--- src/rtl/core/button_memory_injector_fsm_macros.svh ---
// assertion macros shared by the button memory injector rtl
`ifndef BUTTON_MEMORY_INJECTOR_FSM_MACROS_SVH
`define BUTTON_MEMORY_INJECTOR_FSM_MACROS_SVH

// same-cycle implication, disabled while reset is active
`define BMI_ASSERT_IMPL(label, clk, rst_n, ante, cons, msg) \
	label: assert property (@(posedge clk) disable iff (!rst_n) (ante) |-> (cons)) \
		else $error(msg);

// next-cycle implication, disabled while reset is active
`define BMI_ASSERT_NEXT(label, clk, rst_n, ante, cons, msg) \
	label: assert property (@(posedge clk) disable iff (!rst_n) (ante) |=> (cons)) \
		else $error(msg);

`endif

--- src/rtl/core/bmi_pkg.sv ---
// types and constants of the button memory injector
package bmi_pkg;

	localparam int CFG_W = 16;

	localparam logic [CFG_W-1:0] IGN_DELAY_RST = 16'd1000;
	localparam logic [CFG_W-1:0] GRACE_RST     = 16'd250;
	localparam logic [CFG_W-1:0] INJECT_RST    = 16'd500;

	// configuration register indexes
	typedef enum logic [1:0] {
		CFG_IGN_DELAY = 2'd0,
		CFG_GRACE     = 2'd1,
		CFG_INJECT    = 2'd2,
		CFG_UNUSED    = 2'd3
	} cfg_idx_t;

	// operating mode codes
	typedef enum logic [2:0] {
		MODE_WAIT       = 3'd0,
		MODE_POLL       = 3'd1,
		MODE_INJ_SPORT  = 3'd2,
		MODE_INJ_PSE    = 3'd3,
		MODE_INJ_AUTO   = 3'd4
	} mode_t;

	// channel order: sport, pse, autostart
	localparam int NCH = 3;

	typedef struct packed {
		logic [CFG_W-1:0] ign_delay;
		logic [CFG_W-1:0] grace;
		logic [CFG_W-1:0] inject;
	} cfg_regs_t;

	typedef struct packed {
		logic ignition_on;
		logic memory_enabled;
		logic sport_plus_lamp;
		logic [NCH-1:0] led;
		logic [NCH-1:0] sw;
	} tick_t;

	typedef struct packed {
		logic [NCH-1:0] sw_prev;
		logic [NCH-1:0] saved;
		logic [NCH-1:0] inject;
	} flags_t;

	// inject mode that belongs to a channel
	function automatic mode_t inj_mode(input logic [1:0] ch);
		mode_t m;
		case (ch)
			2'd0:    m = MODE_INJ_SPORT;
			2'd1:    m = MODE_INJ_PSE;
			default: m = MODE_INJ_AUTO;
		endcase
		return m;
	endfunction

endpackage

--- src/rtl/core/bmi_cfg.sv ---
// configuration register file of the button memory injector
module bmi_cfg
	import bmi_pkg::*;
(
	input  logic             clk,
	input  logic             arst_n,
	input  logic             wr_en,
	input  logic [1:0]       wr_index,
	input  logic [CFG_W-1:0] wr_data,
	output cfg_regs_t        regs
);

	cfg_regs_t regs_q;

	// register writes, unknown indexes are dropped
	always_ff @(posedge clk or negedge arst_n) begin
		if (!arst_n) begin
			regs_q.ign_delay <= IGN_DELAY_RST;
			regs_q.grace     <= GRACE_RST;
			regs_q.inject    <= INJECT_RST;
		end else if (wr_en) begin
			case (cfg_idx_t'(wr_index))
				CFG_IGN_DELAY: regs_q.ign_delay <= wr_data;
				CFG_GRACE:     regs_q.grace     <= wr_data;
				CFG_INJECT:    regs_q.inject    <= wr_data;
				default:       regs_q           <= regs_q;
			endcase
		end
	end

	assign regs = regs_q;

endmodule

--- src/rtl/core/bmi_step.sv ---
// next-state logic for one millisecond tick
module bmi_step
	import bmi_pkg::*;
#(
	parameter int COUNT_WIDTH = 16
) (
	input  tick_t                             tick,
	input  cfg_regs_t                         cfg,
	input  mode_t                             mode_cur,
	input  logic [COUNT_WIDTH-1:0]            mode_time_cur,
	input  logic [COUNT_WIDTH-1:0]            ign_time_cur,
	input  logic [NCH-1:0][COUNT_WIDTH-1:0]   since_cur,
	input  flags_t                            flags_cur,
	output mode_t                             mode_nxt,
	output logic [COUNT_WIDTH-1:0]            mode_time_nxt,
	output logic [COUNT_WIDTH-1:0]            ign_time_nxt,
	output logic [NCH-1:0][COUNT_WIDTH-1:0]   since_nxt,
	output flags_t                            flags_nxt,
	output logic                              changed
);

	localparam int CMPW = (COUNT_WIDTH > CFG_W) ? COUNT_WIDTH : CFG_W;

	// saturating increment
	function automatic logic [COUNT_WIDTH-1:0] sat_inc(input logic [COUNT_WIDTH-1:0] v);
		return (v == '1) ? v : v + 1'b1;
	endfunction

	// counters that run every tick
	always_comb begin
		ign_time_nxt = tick.ignition_on ? sat_inc(ign_time_cur) : '0;
		for (int i = 0; i < NCH; i++) begin
			since_nxt[i] = (tick.sw[i] != flags_cur.sw_prev[i]) ? '0 : sat_inc(since_cur[i]);
		end
	end

	// mode machine
	always_comb begin
		logic found;
		logic down;
		mode_t mode_eff;
		flags_nxt         = flags_cur;
		flags_nxt.sw_prev = tick.sw;
		changed           = 1'b0;
		found             = 1'b0;
		down              = 1'b0;
		mode_time_nxt     = sat_inc(mode_time_cur);
		mode_eff          = mode_cur;
		if (!tick.ignition_on) begin
			mode_eff      = MODE_WAIT;
			mode_time_nxt = '0;
		end
		mode_nxt = mode_eff;
		case (mode_eff)
			MODE_WAIT: begin
				flags_nxt.inject = '0;
				if (tick.memory_enabled && tick.ignition_on &&
				    CMPW'(ign_time_cur) >= CMPW'(cfg.ign_delay)) begin
					mode_nxt      = MODE_POLL;
					mode_time_nxt = '0;
				end
			end
			MODE_POLL: begin
				// first mismatching channel that is not being pressed wins
				for (int i = 0; i < NCH; i++) begin
					down = tick.sw[i] || (CMPW'(since_nxt[i]) < CMPW'(cfg.grace));
					if (!found && tick.led[i] != flags_cur.saved[i]) begin
						if (down) begin
							flags_nxt.saved[i] = tick.led[i];
							changed            = 1'b1;
						end else if (i != 0 || !tick.sport_plus_lamp) begin
							flags_nxt.inject[i] = 1'b1;
							mode_nxt            = inj_mode(2'(i));
							mode_time_nxt       = '0;
							found               = 1'b1;
						end
					end
				end
			end
			MODE_INJ_SPORT, MODE_INJ_PSE, MODE_INJ_AUTO: begin
				// release the press once the hold time is exceeded
				if (CMPW'(mode_time_nxt) > CMPW'(cfg.inject)) begin
					if (mode_eff == MODE_INJ_SPORT) flags_nxt.inject[0] = 1'b0;
					if (mode_eff == MODE_INJ_PSE)   flags_nxt.inject[1] = 1'b0;
					if (mode_eff == MODE_INJ_AUTO)  flags_nxt.inject[2] = 1'b0;
					mode_nxt      = MODE_POLL;
					mode_time_nxt = '0;
				end
			end
			default: begin
				mode_nxt      = MODE_WAIT;
				mode_time_nxt = '0;
			end
		endcase
	end

endmodule

--- src/rtl/core/button_memory_injector_fsm.sv ---
// top level of the button memory injector
//
// Each input transaction is one millisecond tick with the ignition, enable,
// indicator and switch levels. Every tick gives exactly one result
// transaction: the mode, the three press injection drives, the three
// remembered settings and a flag that a remembered bit was rewritten.
// Configuration writes (index 0 ignition delay, 1 press grace, 2 inject
// time) go through a separate valid/ready channel that is always ready;
// the user must make them only while no tick is in flight, as the block
// does not enforce this. An accepted tick sits in the input register,
// and the update logic loads its result into the result register once
// that register is free, from where the receiver takes it.
// Throughput is one tick per cycle while the receiver keeps up; the input
// register and the result register form a two-deep pipeline, so a tick is
// taken while a finished result still waits. When the receiver stalls,
// the result holds and the input register fills, after which in_ready drops.
// Reset puts the block in the wait mode with counters cleared, switch age
// counters saturated, remembered bits and injections off, and the
// configuration registers at 1000, 250 and 500 ms.
module button_memory_injector_fsm
	import bmi_pkg::*;
#(
	parameter int COUNT_WIDTH = 16
) (
	input  logic             clk,
	input  logic             arst_n,
	input  logic             cfg_valid,
	output logic             cfg_ready,
	input  logic [1:0]       cfg_index,
	input  logic [CFG_W-1:0] cfg_data,
	input  logic             in_valid,
	output logic             in_ready,
	input  logic             ignition_on,
	input  logic             memory_enabled,
	input  logic             sport_lamp,
	input  logic             sport_plus_lamp,
	input  logic             sport_button,
	input  logic             pse_led,
	input  logic             pse_button,
	input  logic             autostart_lamp,
	input  logic             autostart_button,
	output logic             out_valid,
	input  logic             out_ready,
	output logic [2:0]       mode,
	output logic             sport_inject,
	output logic             pse_inject,
	output logic             autostart_inject,
	output logic             sport_saved,
	output logic             pse_saved,
	output logic             autostart_saved,
	output logic             saved_changed
);

	cfg_regs_t cfg;

	tick_t tick_in;
	tick_t tick_s1;
	logic  valid_s1;
	logic  advance;

	mode_t                           mode_q;
	logic [COUNT_WIDTH-1:0]          mode_time_q;
	logic [COUNT_WIDTH-1:0]          ign_time_q;
	logic [NCH-1:0][COUNT_WIDTH-1:0] since_q;
	flags_t                          flags_q;

	mode_t                           mode_nxt;
	logic [COUNT_WIDTH-1:0]          mode_time_nxt;
	logic [COUNT_WIDTH-1:0]          ign_time_nxt;
	logic [NCH-1:0][COUNT_WIDTH-1:0] since_nxt;
	flags_t                          flags_nxt;
	logic                            changed_nxt;

	logic   out_valid_q;
	mode_t  out_mode_q;
	flags_t out_flags_q;
	logic   out_changed_q;

	logic [NCH-1:0] out_inj;
	logic           out_idle;

	// configuration channel
	assign cfg_ready = 1'b1;

	bmi_cfg u_cfg (
		.clk      (clk),
		.arst_n   (arst_n),
		.wr_en    (cfg_valid),
		.wr_index (cfg_index),
		.wr_data  (cfg_data),
		.regs     (cfg)
	);

	// pack the input transaction
	always_comb begin
		tick_in.ignition_on     = ignition_on;
		tick_in.memory_enabled  = memory_enabled;
		tick_in.sport_plus_lamp = sport_plus_lamp;
		tick_in.led             = {autostart_lamp, pse_led, sport_lamp};
		tick_in.sw              = {autostart_button, pse_button, sport_button};
	end

	// pipeline control
	assign advance  = valid_s1 && (!out_valid_q || out_ready);
	assign in_ready = !valid_s1 || advance;

	// input register
	always_ff @(posedge clk or negedge arst_n) begin
		if (!arst_n) begin
			valid_s1 <= 1'b0;
		end else if (in_ready) begin
			valid_s1 <= in_valid;
		end
	end

	always_ff @(posedge clk) begin
		if (in_valid && in_ready) begin
			tick_s1 <= tick_in;
		end
	end

	bmi_step #(
		.COUNT_WIDTH (COUNT_WIDTH)
	) u_step (
		.tick          (tick_s1),
		.cfg           (cfg),
		.mode_cur      (mode_q),
		.mode_time_cur (mode_time_q),
		.ign_time_cur  (ign_time_q),
		.since_cur     (since_q),
		.flags_cur     (flags_q),
		.mode_nxt      (mode_nxt),
		.mode_time_nxt (mode_time_nxt),
		.ign_time_nxt  (ign_time_nxt),
		.since_nxt     (since_nxt),
		.flags_nxt     (flags_nxt),
		.changed       (changed_nxt)
	);

	// block state, updated as a tick moves into the result register
	always_ff @(posedge clk or negedge arst_n) begin
		if (!arst_n) begin
			mode_q      <= MODE_WAIT;
			mode_time_q <= '0;
			ign_time_q  <= '0;
			since_q     <= '1;
			flags_q     <= '0;
		end else if (advance) begin
			mode_q      <= mode_nxt;
			mode_time_q <= mode_time_nxt;
			ign_time_q  <= ign_time_nxt;
			since_q     <= since_nxt;
			flags_q     <= flags_nxt;
		end
	end

	// result register
	always_ff @(posedge clk or negedge arst_n) begin
		if (!arst_n) begin
			out_valid_q <= 1'b0;
		end else if (advance) begin
			out_valid_q <= 1'b1;
		end else if (out_ready) begin
			out_valid_q <= 1'b0;
		end
	end

	always_ff @(posedge clk) begin
		if (advance) begin
			out_mode_q    <= mode_nxt;
			out_flags_q   <= flags_nxt;
			out_changed_q <= changed_nxt;
		end
	end

	// result ports
	assign out_valid        = out_valid_q;
	assign mode             = out_mode_q;
	assign sport_inject     = out_flags_q.inject[0];
	assign pse_inject       = out_flags_q.inject[1];
	assign autostart_inject = out_flags_q.inject[2];
	assign sport_saved      = out_flags_q.saved[0];
	assign pse_saved        = out_flags_q.saved[1];
	assign autostart_saved  = out_flags_q.saved[2];
	assign saved_changed    = out_changed_q;

	// checks
	assign out_inj  = out_flags_q.inject;
	assign out_idle = (out_mode_q == MODE_WAIT) || (out_mode_q == MODE_POLL);

`include "button_memory_injector_fsm_macros.svh"

	`BMI_ASSERT_IMPL(a_one_inject, clk, arst_n, out_valid, $onehot0(out_inj), "two injections at once")
	`BMI_ASSERT_IMPL(a_idle_no_inject, clk, arst_n, out_valid && out_idle, out_inj == '0, "idle injection")
	`BMI_ASSERT_IMPL(a_pse_inject, clk, arst_n, out_valid && mode == MODE_INJ_PSE, pse_inject, "no pse drive")
	`BMI_ASSERT_NEXT(a_stage_moves, clk, arst_n, valid_s1 && !out_valid_q, out_valid_q, "tick stuck")

endmodule
--- config.mk ---
export PLATFORM = sky130hd
export DESIGN_NAME = button_memory_injector_fsm
export DESIGN_NICKNAME = d
export VERILOG_FILES = /design/src/rtl/core/bmi_pkg.sv /design/src/rtl/core/bmi_cfg.sv /design/src/rtl/core/bmi_step.sv /design/src/rtl/core/button_memory_injector_fsm.sv
export VERILOG_INCLUDE_DIRS = /design/src /design/src/rtl/core
export SDC_FILE = /design/constraint.sdc
export NUM_CORES = 1
export LEC_CHECK = 0
export BUFFER_PORTS_ARGS = -buffer_cell sky130_fd_sc_hd__buf_2
export CAP_MARGIN = 0
export CORE_MARGIN = 10
export CORE_UTILIZATION = 55
export DETAILED_ROUTE_END_ITERATION = 16
export PLACE_DENSITY = 0.72
export SLEW_MARGIN = 25
export SYNTH_ARGS = -nofsm -noshare
export SYNTH_HDL_FRONTEND = slang
export SYNTH_SLANG_ARGS = --single-unit
--- constraint.sdc ---
create_clock -name clk -period 7.7 [get_ports clk]
set_input_delay 1.155 -clock clk [delete_from_list [all_inputs] [get_ports clk]]
set_output_delay 1.155 -clock clk [all_outputs]
set_load 0.02 [all_outputs]
==> metrics.csv <==
stage,metric,value,unit
outcome,outcome,"complete, no violations",
sta,tightestPinTransition,0.859,ns
placement,dpl_cell_area,0.0109,mm^2
pwr,cellPowerDensity,214,mW/mm^2
clock_tree,htree_levels,4,
grt,antenna_found_initial,0,
yosys,synth.avg_cell_area,9.13,um^2
clock_tree,cts_buffer_depth,2,
sta,maxSlewHeadroom,42.6,%
final_layout,multi_input_area,0.00583,mm^2
yosys,synth_largest_area_cell,dfrtp_1,
final_layout,layout_common_cells,"nand2_1 (175), nor2_1 (94), ha_1 (82)",
sta,finalCritPeriodShare,59.0,%
floorplan,dieHeight,158,um
placement,gp_congestion,0.898,
placement,hpwl,17600,um
detailed_routing,vias,8450,
yosys,async_reset_ff_share,88.2,%
grt,grt_pass1_vias,8160,
grt,grtUsageTotal,20.4,%
sta,worst_slack,3.16,ns
final_layout,nets,1285,
final_layout,fin_util,61.1,%
sta,tns,0,ns
yosys,ys.warnings.count,0,
min_path,hold_class,reg -> reg,
final_layout,n_antenna_cell,0,
yosys,ys_top_cells_by_area,"dfrtp_1 (18%), dfstp_2 (17%), ha_1 (9.8%)",
clock_tree,insertion_delay,0.43,ns
setup_path,startpoint_type,flop,
yosys,syn-num-nets,1264,
floorplan,dieArea,0.0250,mm^2
yosys,syn_inst,1150,
floorplan,initial_utilization,55.9,%
yosys,syn_area,0.0105,mm^2
clock_tree,cts_hold_buf,0,
sta,finalHoldViolations,0,
final_layout,area_growth,9.27,%
final_layout,final_common_cell,nand2_1,
yosys,synth_edf_count,19,
detailed_routing,drt_pass1_iterations,5,
setup_path,worstSetupEndpointType,flop,
placement,dp_cells,1386,
clock_tree,path_clk_slew,0.07,ns
yosys,synth.top_cell.area_share,18.1,%
sta,fin_skew,0.00902,ns
setup_path,crit_arrival,4.73,ns
floorplan,die_w,158,um
final_layout,final_area,0.0115,mm^2
floorplan,row_count,50,
detailed_routing,wl,24900,um
yosys,yosysUniqueCellTypes,81,
sta,finalSetupViolCount,0,
clock_tree,cts_sinks,161,
sta,fmax,220,MHz
clock_tree,cts_tree,done,
yosys,ys_seq_elements,161,
final_layout,fillCellCount,1569,
grt,grt_max_degree,80,
floorplan,core_area,0.0188,mm^2
detailed_routing,drt.antenna.violating_nets,0,
clock_tree,cts_root_buffer,clkbuf_16,
grt,grt_first_pass_wirelength,41100,um
yosys,synth_seq_area_share,40.1,%
sta,period_needed,4.54,ns
placement,place_ws,3.19,ns
detailed_routing,drc,0,
placement,portBuffers,43,
final_layout,fin_cells,1418,
pwr,peakVddDrop,163,uV
detailed_routing,drtIter0Drc,657,
run,maxCapViolations,0,
sta,rsz0062_at_grt,false,
clock_tree,numCtsBuffers,17,
floorplan,io_pins,45,
clock_tree,cts_resized,0,
detailed_routing,vias_per_cell,5.96,
clock_tree,post_cts_buffers,0,
yosys,ys.flop_type,dfrtp_1,
final_layout,drive_gt1_share,18.5,%
sta,maxSlewViolCount,0,
setup_path,worstSetupPathType,reg -> reg,
setup_path,critPathRequiredTime,7.88,ns
detailed_routing,routedWlPerCell,17.5,um
setup_path,cp_max_fo,12,
final_layout,ff_latch_area,0.00421,mm^2
grt,overflow,0,
pwr,p_leak,4.83,nW
## routing by layer
layer	vias up	routed length (um)	global-route usage (%)
met4	0	405	6.22
met1	4077	11400	26.9
met5	-	0	0
li1	4160	-	-
met2	181	12100	33.5
met3	32	926	3.69
## state kept, by name (all words and copies together), names as in the netlist
name	flops
mode	3
sport_saved	1
mode_q	3
valid_s1	1
out_inj	3
ign_time_q	16
saved_changed	1
autostart_saved	1
since_q	48
out_valid	1
pse_saved	1
mode_time_q	16
tick_s1	9
flags_q	9
u_cfg.regs	48
## cell families (layout without fill, tap and decap cells)
kind of cell,Yosys count,after routing,synth area share (%)
xor gates and xnor gates,58,58,4.84
buffers and inverters,118,152,4.55
and+or+nand+nor,434,434,20.1
adders and majority gates,82,82,9.77
muxes,44,44,4.68
DFF,161,161,40.1
AOI/OAI and AO/OA,252,252,16.0
other,1,1,0.0357
## report_power, final
| group | internal, mW | switching [mW] |
|---|---|---|
| sequential | 0.984 | 0.0794 |
| combinational | 0.194 | 0.321 |
| clock | 0.520 | 0.355 |
| total | 1.70 | 0.756 |
## path summary, 6_finish.rpt
path,startpoint,depth (start not counted),slack [ns],to
max,since_q[0],16,3.16,autostart_saved
min,since_q[28],2,0.48,since_q[28]
max reg2reg,since_q[0],16,3.16,autostart_saved
min reg2reg,since_q[28],2,0.48,since_q[28]
max in group asynchronous,arst_n,2,5.61,u_cfg.regs[13]
min in group asynchronous,arst_n,1,0.76,ign_time_q[4]
## worst max-delay path: stages (launching register included)
cell and delay (ns):
dfstp_2 0.39, ha_1 0.21, nand3_1 0.09, and4b_1 0.27, nor2_1 0.33, nor4b_4 0.41
nand4_1 0.22, xor2_1 0.18, nor2_1 0.06, ha_1 0.29, a21oi_1 0.13, nor2_1 0.06
a211oi_1 0.23, o21ai_0 0.21, o21ai_2 0.58, nand4_1 0.25, mux2_1 0.37
## cells in the mapped netlist, types with 3 or more instances
cell and n:
a31oi_2 7, xor2_1 27, dfstp_2 66, or4_1 4
nor2b_1 5, and3_1 11, a21boi_0 4, edfxtp_1 19
and4_1 6, nand2_1 176, o21ai_0 60, or3_1 6
a21oi_1 62, inv_1 66, clkbuf_1 38, xnor2_1 31
nand3b_1 5, nor3_1 23, buf_6 3, o21a_1 4
nand4_1 23, nand3_1 41, a211oi_1 21, nor4_1 6
nor3b_1 5, nand2b_1 10, nor2_1 94, a21oi_2 3
a22oi_1 14, dfrtp_1 76, o31ai_1 27, buf_2 6
mux2i_1 3, nand4b_1 3, mux2_2 39, a31oi_1 14
o211ai_1 4, ha_1 82
## metrics by stage
stage / power (mW) / hold slack (ns)
2_1_floorplan: 1.43 / 0.454
3_3_place_gp: 1.57 / 0.465
3_5_place_dp: 1.59 / 0.470
4_1_cts: 2.47 / 0.480
5_1_grt: 2.59 / 0.500
6_report: 2.45 / 0.477
## area by class of cell
class / count / share of cell area, %
Sequential cell: 161 / 36.7
Tap cell: 234 / 2.55
Timing Repair Buffer: 52 / 2.52
Clock inverter: 12 / 1.35
Multi-Input combinational cell: 871 / 50.8
Inverter: 68 / 2.23
Clock buffer: 20 / 3.89
Power figures use the tool's default switching activity.
